===== src/hw/rtl/overwrite_ring_fifo_with_pair_search_core_macros.svh =====
// ----------------------------------------------------------------------------
// overwrite ring fifo assertion macros
// shared concurrent assertion forms, sampled on clk, quiet during reset
// ----------------------------------------------------------------------------
`ifndef OVERWRITE_RING_FIFO_WITH_PAIR_SEARCH_CORE_MACROS_SVH
`define OVERWRITE_RING_FIFO_WITH_PAIR_SEARCH_CORE_MACROS_SVH

// same-cycle implication
`define ORFS_ASSERT_IMP(lbl, ante, cons, msg) \
	lbl: assert property (@(posedge clk) disable iff (!arst_n) (ante) |-> (cons)) else $error(msg);

// next-cycle implication
`define ORFS_ASSERT_NXT(lbl, ante, cons, msg) \
	lbl: assert property (@(posedge clk) disable iff (!arst_n) (ante) |=> (cons)) else $error(msg);

`endif


===== src/hw/rtl/orfs_pkg.sv =====
// ----------------------------------------------------------------------------
// orfs_pkg
// types and constants of the overwrite ring fifo with pair search
// ----------------------------------------------------------------------------
`default_nettype none

package orfs_pkg;

	localparam int CAP_W  = 9;
	localparam int ADDR_W = 3;

	localparam logic [CAP_W-1:0] CAP_RESET    = 9'd256;
	localparam logic             REG_CAPACITY = 1'b0;

	typedef enum logic [1:0] {
		CMD_PUT    = 2'd0,
		CMD_GET    = 2'd1,
		CMD_SEARCH = 2'd2,
		CMD_CLEAR  = 2'd3
	} cmd_t;

	typedef struct packed {
		cmd_t        cmd;
		logic [7:0]  data_byte;
		logic [15:0] search_word;
	} item_t;

	typedef struct packed {
		logic [7:0]       read_byte;
		logic             read_valid;
		logic             overwrote;
		logic             found;
		logic [CAP_W-1:0] fill_count;
	} result_t;

endpackage

`default_nettype wire


===== src/hw/rtl/orfs_ram.sv =====
// ----------------------------------------------------------------------------
// orfs_ram
// generic single-write, single-read ram with registered read data
// ----------------------------------------------------------------------------
`default_nettype none

module orfs_ram #(
	parameter int WIDTH = 8,
	parameter int DEPTH = 256
) (
	input  wire logic                     clk,
	input  wire logic                     we,
	input  wire logic [$clog2(DEPTH)-1:0] waddr,
	input  wire logic [WIDTH-1:0]         wdata,
	input  wire logic [$clog2(DEPTH)-1:0] raddr,
	output logic      [WIDTH-1:0]         rdata
);

	logic [WIDTH-1:0] mem [DEPTH];

	always_ff @(posedge clk) begin
		if (we) begin
			mem[waddr] <= wdata;
		end
		rdata <= mem[raddr];
	end

endmodule

`default_nettype wire


===== src/hw/rtl/overwrite_ring_fifo_with_pair_search_core.sv =====
// ----------------------------------------------------------------------------
// overwrite_ring_fifo_with_pair_search_core
// byte fifo in a circular store that overwrites the oldest byte when full,
// with a word search over the stored byte pairs
// ----------------------------------------------------------------------------
// An item is a transfer at a clock edge with start high and busy low. Every
// item gives exactly one result, shown for one cycle with done high; the
// receiver cannot stall, so it must take the result in that cycle. Put and
// clear raise done in the cycle after the transfer and never raise busy.
// Get on a non-empty fifo raises busy for one cycle and done follows as
// busy falls (the registered read of the byte store); get on an empty fifo
// answers like put. Search walks the store one byte a cycle through the
// single read port: busy stays high while it walks the bytes below the fill
// count rounded down to even, and ends early on the first matching pair;
// done comes in the same cycle that busy falls. The capacity register (byte
// address 0) sets the slots in use, 0 acting as 1 and values above DEPTH as
// DEPTH; writing it also empties the fifo but keeps the stored bytes. Write
// it only while the block is idle. The store has no reset; a search only
// looks at positions below the fill count.
`default_nettype none

`include "overwrite_ring_fifo_with_pair_search_core_macros.svh"

module overwrite_ring_fifo_with_pair_search_core #(
	parameter int DEPTH = 256
) (
	input  wire logic                         clk,
	input  wire logic                         arst_n,
	// item side
	input  wire logic                         start,
	output logic                              busy,
	input  wire orfs_pkg::item_t              item,
	// result side
	output logic                              done,
	output orfs_pkg::result_t                 result,
	// register port
	input  wire logic                         psel,
	input  wire logic                         penable,
	input  wire logic                         pwrite,
	input  wire logic [orfs_pkg::ADDR_W-1:0]  paddr,
	input  wire logic [31:0]                  pwdata,
	output logic      [31:0]                  prdata,
	output logic                              pready
);

	localparam int AW   = $clog2(DEPTH);
	localparam int CW   = orfs_pkg::CAP_W;
	// compare width: holds DEPTH, the capacity and an index plus one
	localparam int CMPW = ((AW > CW) ? AW : CW) + 1;

	typedef enum logic [1:0] {
		ST_IDLE,
		ST_GET,
		ST_SRCH
	} state_t;

	state_t            state_q;
	logic              done_q;
	orfs_pkg::result_t result_q;
	logic [CW-1:0]     cap_q;
	logic [AW-1:0]     wr_idx_q;
	logic [AW-1:0]     rd_idx_q;
	logic [CW-1:0]     held_q;
	logic [CMPW-1:0]   ptr_q;    // next search address to issue
	logic [CMPW-1:0]   lim_q;    // bytes covered by complete pairs
	logic              lo_hit_q; // low byte of the current pair matched
	logic [15:0]       word_q;

	logic              accept;
	logic              cfg_wr;
	logic [CMPW-1:0]   cap_eff;
	logic              full;
	logic [CMPW-1:0]   pair_lim;
	logic [AW-1:0]     rd_addr;
	logic [7:0]        rd_data;
	logic              ram_we;

	// wrap an index at the capacity in use
	function automatic logic [AW-1:0] step_idx(input logic [AW-1:0] idx,
		input logic [CMPW-1:0] cap);
		logic [CMPW-1:0] n;
		n = CMPW'(idx) + CMPW'(1);
		return (n >= cap) ? '0 : n[AW-1:0];
	endfunction

	assign accept   = start && !busy;
	assign cfg_wr   = psel && penable && pwrite && pready;
	assign busy     = (state_q != ST_IDLE);
	assign done     = done_q;
	assign result   = result_q;
	assign pready   = 1'b1;
	assign prdata   = (paddr[2] == orfs_pkg::REG_CAPACITY) ? {23'd0, cap_q} : 32'd0;

	// clamp capacity to 1..DEPTH
	always_comb begin
		if (cap_q == '0) begin
			cap_eff = CMPW'(1);
		end else if (CMPW'(cap_q) > CMPW'(DEPTH)) begin
			cap_eff = CMPW'(DEPTH);
		end else begin
			cap_eff = CMPW'(cap_q);
		end
	end

	assign full     = (CMPW'(held_q) >= cap_eff);
	// an odd trailing byte has no partner and is skipped
	assign pair_lim = CMPW'({held_q[CW-1:1], 1'b0});

	// one read port, shared by get and the search walk
	always_comb begin
		case (state_q)
			ST_IDLE: begin
				rd_addr = (item.cmd == orfs_pkg::CMD_SEARCH) ? '0 : rd_idx_q;
			end
			ST_SRCH: begin
				rd_addr = ptr_q[AW-1:0];
			end
			default: begin
				rd_addr = rd_idx_q;
			end
		endcase
	end

	assign ram_we = accept && (item.cmd == orfs_pkg::CMD_PUT);

	orfs_ram #(
		.WIDTH (8),
		.DEPTH (DEPTH)
	) u_store (
		.clk   (clk),
		.we    (ram_we),
		.waddr (wr_idx_q),
		.wdata (item.data_byte),
		.raddr (rd_addr),
		.rdata (rd_data)
	);

	always_ff @(posedge clk or negedge arst_n) begin
		if (!arst_n) begin
			state_q  <= ST_IDLE;
			done_q   <= 1'b0;
			result_q <= '0;
			cap_q    <= orfs_pkg::CAP_RESET;
			wr_idx_q <= '0;
			rd_idx_q <= '0;
			held_q   <= '0;
			ptr_q    <= '0;
			lim_q    <= '0;
			lo_hit_q <= 1'b0;
			word_q   <= '0;
		end else begin
			done_q <= 1'b0;

			// capacity write empties the fifo, bytes stay
			if (cfg_wr && (paddr[2] == orfs_pkg::REG_CAPACITY)) begin
				cap_q    <= pwdata[CW-1:0];
				wr_idx_q <= '0;
				rd_idx_q <= '0;
				held_q   <= '0;
			end

			case (state_q)
				ST_IDLE: begin
					if (accept) begin
						case (item.cmd)
							orfs_pkg::CMD_PUT: begin
								wr_idx_q <= step_idx(wr_idx_q, cap_eff);
								done_q   <= 1'b1;
								if (full) begin
									// drop the oldest byte
									rd_idx_q <= step_idx(rd_idx_q, cap_eff);
									result_q <= '{read_byte: 8'd0, read_valid: 1'b0,
										overwrote: 1'b1, found: 1'b0, fill_count: held_q};
								end else begin
									held_q   <= held_q + CW'(1);
									result_q <= '{read_byte: 8'd0, read_valid: 1'b0,
										overwrote: 1'b0, found: 1'b0,
										fill_count: held_q + CW'(1)};
								end
							end
							orfs_pkg::CMD_GET: begin
								if (held_q != '0) begin
									// byte comes back from the store next cycle
									rd_idx_q <= step_idx(rd_idx_q, cap_eff);
									held_q   <= held_q - CW'(1);
									state_q  <= ST_GET;
								end else begin
									done_q   <= 1'b1;
									result_q <= '{read_byte: 8'd0, read_valid: 1'b0,
										overwrote: 1'b0, found: 1'b0, fill_count: held_q};
								end
							end
							orfs_pkg::CMD_SEARCH: begin
								word_q   <= item.search_word;
								lim_q    <= pair_lim;
								ptr_q    <= CMPW'(1);
								lo_hit_q <= 1'b0;
								if (pair_lim == '0) begin
									// nothing to compare
									done_q   <= 1'b1;
									result_q <= '{read_byte: 8'd0, read_valid: 1'b0,
										overwrote: 1'b0, found: 1'b0, fill_count: held_q};
								end else begin
									state_q <= ST_SRCH;
								end
							end
							orfs_pkg::CMD_CLEAR: begin
								wr_idx_q <= '0;
								rd_idx_q <= '0;
								held_q   <= '0;
								done_q   <= 1'b1;
								result_q <= '{read_byte: 8'd0, read_valid: 1'b0,
									overwrote: 1'b0, found: 1'b0, fill_count: '0};
							end
							default: begin
							end
						endcase
					end
				end
				ST_GET: begin
					done_q   <= 1'b1;
					result_q <= '{read_byte: rd_data, read_valid: 1'b1,
						overwrote: 1'b0, found: 1'b0, fill_count: held_q};
					state_q  <= ST_IDLE;
				end
				ST_SRCH: begin
					// rd_data holds the byte at ptr_q - 1
					if (!ptr_q[0] && lo_hit_q && (rd_data == word_q[15:8])) begin
						done_q   <= 1'b1;
						result_q <= '{read_byte: 8'd0, read_valid: 1'b0,
							overwrote: 1'b0, found: 1'b1, fill_count: held_q};
						state_q  <= ST_IDLE;
					end else if (ptr_q == lim_q) begin
						// last pair checked, no match
						done_q   <= 1'b1;
						result_q <= '{read_byte: 8'd0, read_valid: 1'b0,
							overwrote: 1'b0, found: 1'b0, fill_count: held_q};
						state_q  <= ST_IDLE;
					end else begin
						ptr_q <= ptr_q + CMPW'(1);
						if (ptr_q[0]) begin
							lo_hit_q <= (rd_data == word_q[7:0]);
						end
					end
				end
				default: begin
					state_q <= ST_IDLE;
				end
			endcase
		end
	end

	// fill never runs past the slots in use
	`ORFS_ASSERT_IMP(a_held_in_cap, 1'b1, CMPW'(held_q) <= cap_eff, "fill count above capacity")
	// both pointers stay inside the slots in use
	`ORFS_ASSERT_IMP(a_idx_in_cap, 1'b1, (CMPW'(wr_idx_q) < cap_eff) && (CMPW'(rd_idx_q) < cap_eff), "index outside capacity")
	// the search walk never steps past the last complete pair
	`ORFS_ASSERT_IMP(a_walk_bound, state_q == ST_SRCH, (ptr_q != '0) && (ptr_q <= lim_q) && !lim_q[0], "search pointer out of range")
	// a result always leaves the block ready for the next item
	`ORFS_ASSERT_IMP(a_done_idle, done_q, state_q == ST_IDLE, "result while still busy")
	// a non-empty get is answered in the cycle after its busy cycle
	`ORFS_ASSERT_NXT(a_get_done, state_q == ST_GET, done_q && result_q.read_valid, "get result missing")

endmodule

`default_nettype wire

===== config.mk =====
export PLATFORM = sky130hd
export DESIGN_NAME = overwrite_ring_fifo_with_pair_search_core
export DESIGN_NICKNAME = d
export VERILOG_FILES = /design/src/hw/rtl/orfs_pkg.sv /design/src/hw/rtl/orfs_ram.sv /design/src/hw/rtl/overwrite_ring_fifo_with_pair_search_core.sv
export VERILOG_INCLUDE_DIRS = /design/src /design/src/hw/rtl
export SDC_FILE = /design/constraint.sdc
export NUM_CORES = 2
export LEC_CHECK = 0
export BUFFER_PORTS_ARGS = -buffer_cell sky130_fd_sc_hd__buf_4
export CAP_MARGIN = 20
export CORE_MARGIN = 3
export CORE_UTILIZATION = 57
export DETAILED_ROUTE_END_ITERATION = 6
export HOLD_SLACK_MARGIN = 0.06
export PLACE_DENSITY = 0.76
export SLEW_MARGIN = 30
export SYNTH_ARGS = -nofsm -noshare
export SYNTH_HDL_FRONTEND = slang
export SYNTH_SLANG_ARGS = --single-unit

===== constraint.sdc =====
create_clock -name clk -period 3.3 [get_ports clk]
set_input_delay 0.33 -clock clk [delete_from_list [all_inputs] [get_ports clk]]
set_output_delay 0.33 -clock clk [all_outputs]
set_load 0.05 [all_outputs]

* After elaboration in Yosys (flattened, before gate mapping) *
Memories as Yosys holds them, arrays and structs flattened. A register that Yosys moved wholly into a read port is not among the register bits.
Cells that the tools add are included.

storage, ports and cells
  register bits = 92
  memory bits (writable) = 2048
  bits of input ports = 67
  logic and storage cells = 126
  memories kept = 1

operators by class
  $add $sub $neg = 5
  $lt $le $gt $ge = 4
  eq/ne operators = 19
  multiplexer cells = 58
  bitwise gates (word level) = 1
  reduce and logical (&&, ||, !) cells = 23

memory list
  memory       depth  bits a word  read ports  clocked after Yosys merged registers in  wr ports  RTL line        source
  u_store.mem  256    8            1           1                                        1         orfs_ram.sv:19  logic [WIDTH-1:0] mem [DEPTH];

operators by type and width
  kind                                                  count
  2-to-1 mux 20 bit                                     5
  2-to-1 mux 8 bit                                      11
  case mux 20 bit (4 select lines)                      1
  2-to-1 mux 9 bit                                      7
  case mux 20 bit (3 select lines)                      1
  2-to-1 mux 10 bit                                     5
  case mux 8 bit (2 select lines)                       2
  greater-or-equal comparator 9 x 10 -> 1 bit           3
  case mux 9 bit (3 select lines)                       1
  case mux 8 bit (3 select lines)                       1
  case mux 10 bit (2 select lines)                      1
  adder 8 x 1 -> 9 bit, second input constant           2
  == test 8 bit                                         2
  != test 3 bit, second input constant                  5
  AND reduction 5 bit                                   3
  2-to-1 mux 1 bit                                      12
  2-to-1 mux 11 bit                                     1
  adder 10 x 1 -> 10 bit, second input constant         1
  == test 10 x 9 -> 1 bit                               1
  zero test 10 bit                                      1
  2-to-1 mux 2 bit                                      5
  != test 2 bit, second input constant                  5
  adder 9 x 1 -> 9 bit, second input constant           1
  greater-than comparator 9 bit, second input constant  1
  other kinds (18)                                      32

* Depth between registers and ports, before layout *
  depth after elaboration = 9
  depth in mapped cells = 16
  depth with buffers taken out = 13

* By module *
Synthesis repeated with hierarchy kept, for this count alone.

unflattened totals
  cells, all modules = 4430
  area, all modules = 85832.3 um^2

by module, submodules not included
  module                                     instances  cells each  area an instance (um^2)  seq. area each (um^2)
  orfs_ram                                   1          3733        79556.3                  61659.1
  overwrite_ring_fifo_with_pair_search_core  1          697         6276.0                   2303.5

* Least setup slack after synthesis *
OpenSTA, ideal clock, no wires.

  kind = register -> register
  start = reg state_q[0]
  end = reg u_store.rdata[2], read port of u_store.mem
  setup time = 0.138 ns
  arrival = 2.981 ns
  required time = 3.162 ns
  path slack = 0.181 ns
  cell stages (with the launch flop) = 15
  clock period less this slack = 3.119 ns
  cells stage by stage = dfrtp_1 -> inv_1 -> ha_1 -> mux2i_1 -> a22oi_1 -> buf_2 -> buf_2 -> clkbuf_1 -> mux4_2 -> a22oi_1 -> nand2_1 -> a22oi_1 -> o221ai_1 -> a22oi_1 -> o221ai_1

on the way
  word-level cells in the longest chain between the ends = 2
  elaborated cells on any way between the ends = 3
  those cells by class = eq/ne: 1; mux: 1; reduce/logical: 1

ends and longest elaborated chain
  item                                                     RTL line                                          source
  start: declaration                                       overwrite_ring_fifo_with_pair_search_core.sv:57   state_t state_q;
  start signal: assignment                                 overwrite_ring_fifo_with_pair_search_core.sv:140  state_q <= ST_IDLE;
  start signal: assignment                                 overwrite_ring_fifo_with_pair_search_core.sv:186  state_q <= ST_GET;
  start signal: assignment                                 overwrite_ring_fifo_with_pair_search_core.sv:204  state_q <= ST_SRCH;
  == test 2 bit / zero test 2 bit (equally long branches)  overwrite_ring_fifo_with_pair_search_core.sv:111  case (state_q)
  case mux 8 bit (2 select lines) *                        overwrite_ring_fifo_with_pair_search_core.sv:111
  end: declaration                                         orfs_ram.sv:16                                    output logic [WIDTH-1:0] rdata

Every way passes the cells marked *; elsewhere a longest branch is shown, timed or not.
A chain may end at the register's enable or synchronous reset.

* Final worst setup path *
  start = reg state_q[1]
  end = reg u_store.rdata[5], read port of u_store.mem

Same word-level chain as after synthesis.

==> flow_summary.toml <==
[setup_path]
worstSetupStartpointType = "register"
path_class = "register to register"
endpoint_kind = "register"
critPathMaxFanout = 8
cp.arrival_ns = 4.67
required_ns = 4.00

[route]
drt-vias-per-instance = 6.73
dr.pass1.iters = 6
vias = 47100
wl_per_cell_um = 31.8
drc = 0
drtIter0Drc = 7028
antenna_left = 0
finalWirelength_um = 223000

[yosys]
synth_cell_types = 61
synth-edff-count = 2048
synth_adder_area_share = 0.00637
synth-seq-cells = 2148
syn_area_um2 = 84500
synthCells = 4192
seq_area_frac_synth = 0.757
synth_area_leaders = "edfxtp_1 (73%), mux4_2 (14%), dfrtp_1 (2.7%), a22oi_1 (1.4%), nor2_1 (1.3%)"
async_flop_share = 0.0428
synth_simple_gate_area_share = 0.0313
synthXorXnorAreaFrac = 0.00425
synth_compound_area_frac = 0.0440
post-synth-top-area-fraction = 0.728
synth.avg_cell_area_um2 = 20.1
synth_top_family_by_area = "multiplexers"
yosysWarnings = 0
synth_top_cell_by_area = "edfxtp_1"
synthMuxAreaShare = 0.140
synth_flop_cell = "edfxtp_1"

[final_layout]
drive_gt1_frac = 0.353
final_cells = 6997
mostFrequentLayoutCells = "edfxtp_1 (2,048), buf_4 (613), mux4_2 (512)"
syn_to_final_growth_pct = 19.4
fill_cells = 8451
nets = 5025
final_common_cell = "edfxtp_1"

[global_route]
grt_pass1_wl_um = 325000
antenna_found_initial = 2
grt_pass1_vias = 47400
grt_max_degree = 112
grt_overflow_total = 0
track_usage = 0.293

[power_and_ir_drop]
total_power_mw = 74.8
peakVddDrop_v = 0.000639
p_per_area_nw_per_um2 = 742
power_leakage_nw = 34.4

[timing]
period_minus_slack_ns = 3.97
finalSetupViolCount = 8
worst_slack_ns = -0.670
max_freq_mhz = 252
tns_ns = -4.47
rsz0062_at_grt = "yes"
fin_skew_ns = 0.0480
max_slew.worst_pin.slew_ns = 1.02
maxSlewViolCount = 0
finalHoldViolations = 0
relSlewSlack = 0.322
min_period_over_period = 1.20

[clock_network]
clock_sinks = 2148
h-tree-depth = 4
clk_pin_slew_ns = 0.06
cts_root_buffer = "clkbuf_16"
cts_tree = "done"
numCtsBuffers = 205
worstSkewPairLatency_ns = 0.85
max-clock-path-buffers = 3

[floorplanning]
dieHeight_um = 391
core_area_um2 = 146000
start_util = 0.577
io_pins = 122
dieArea_um2 = 153000
rows = 140
die_w_um = 391

[run_status]
status = "complete, but fails checks"
violations = "setup timing"

[min_path]
hold_path_class = "input port to register"

[place]
hpwl_um = 125000
place_ws_ns = -0.807
gp_congestion = 0.896
io_buffers = 72
placed_cells = 6533

[job]
cap_violations = 0
==> metal layers <==
layer	wire, µm	GRT usage
met3	24900	0.0684
met2	109000	0.468
met1	79400	0.394
met5	0	0
met4	9840	0.124
==> synthesized netlist by cell type (24+ instances only) <==
library cell     n
xnor2_1         31
buf_4           35
mux4_2         512
o21ai_0         54
buf_2           51
buf_1           36
a21oi_1         24
a22oi_1        163
dfrtp_1         91
edfxtp_1      2048
a22o_1          71
nor2_1         296
nand2_1        207
clkbuf_1       140
ha_1            43
nand3_1         33
o221ai_1        30
a221oi_1        80
==> state kept, by name, indices dropped and copies added (netlist names) <==
name           flops
u_store.rdata      8
lo_hit_q           1
u_store.mem     2048
rd_idx_q           8
done               1
cap_q              9
held_q             9
state_q            2
ptr_q             10
word_q            16
lim_q              8
wr_idx_q           8
result            20
==> what timing repair did <==
action | 4_1_cts | 5_1_grt
gates cloned | 23 | 1
endpoints found under the hold margin | 89 | 0
pin swaps | 78 | 28
hold buffers | 27 | 0
resized for setup | 256 | 46
setup buffers | 33 | 18
endpoints found under the setup margin | 9 | 33
==> layout make-up <==
class,instances,area [µm²],area share
multi-input cells,1767,20500,0.203
diodes,2,5.00,0.0000496
clock buffers,251,5370,0.0532
clock inverters,119,1010,0.0100
inverters,24,90.1,0.000893
flip-flops and latches,2148,64000,0.634
repair buffers,769,7490,0.0743
well taps,1917,2400,0.0238
==> stage by stage <==
stage | hold slack [ns] | util | area, µm²
2_1_floorplan | 0.0344 | - | 84500
3_3_place_gp | 0.457 | 0.625 | 91500
3_5_place_dp | 0.459 | 0.625 | 91500
4_1_cts | 0.0602 | 0.686 | 100000
5_1_grt | 0.133 | 0.689 | 101000
6_report | 0.110 | 0.689 | 101000
==> cells by family after synthesis <==
group / after synthesis
adder cells (fa/ha/maj): 43
XOR/XNOR: 41
multiplexers: 538
flip-flops: 2148
AND/OR/NAND/NOR: 631
AO/OA/AOI/OAI: 490
other: 2
buffers and inverters: 299
==> path summary, 6_finish.rpt <==
check	startpoint	endpoint	slack, ns	cells after the start
max reg2reg	state_q[1]	u_store.rdata[5]	-0.67	17
min reg2reg	result[10]	result[10]	0.48	2
min	item[22]	u_store.mem[65][6]	0.11	1
max	state_q[1]	u_store.rdata[5]	-0.67	17
max in group asynchronous	arst_n	held_q[5]	2.42	3
min in group asynchronous	arst_n	wr_idx_q[3]	0.13	2
==> critical path, stage by stage, from the launching register on <==
cell	delay, ns
dfrtp_1	0.42
inv_2	0.08
ha_4	0.18
mux2i_4	0.19
a22oi_2	0.22
buf_12	0.19
buf_16	0.14
buf_16	0.15
buf_16	0.18
mux4_2	0.54
a22oi_2	0.19
buf_4	0.15
nand2_2	0.06
a22oi_2	0.37
o221ai_4	0.24
a22oi_2	0.26
buf_6	0.16
o221ai_2	0.08
==> where the power goes <==
group          switching [mW]  internal [mW]  total [mW]
Sequential              0.472           30.2        30.7
Clock                    10.1           12.5        22.6
Combinational            10.7           10.8        21.5
Power figures use the tool's default switching activity.
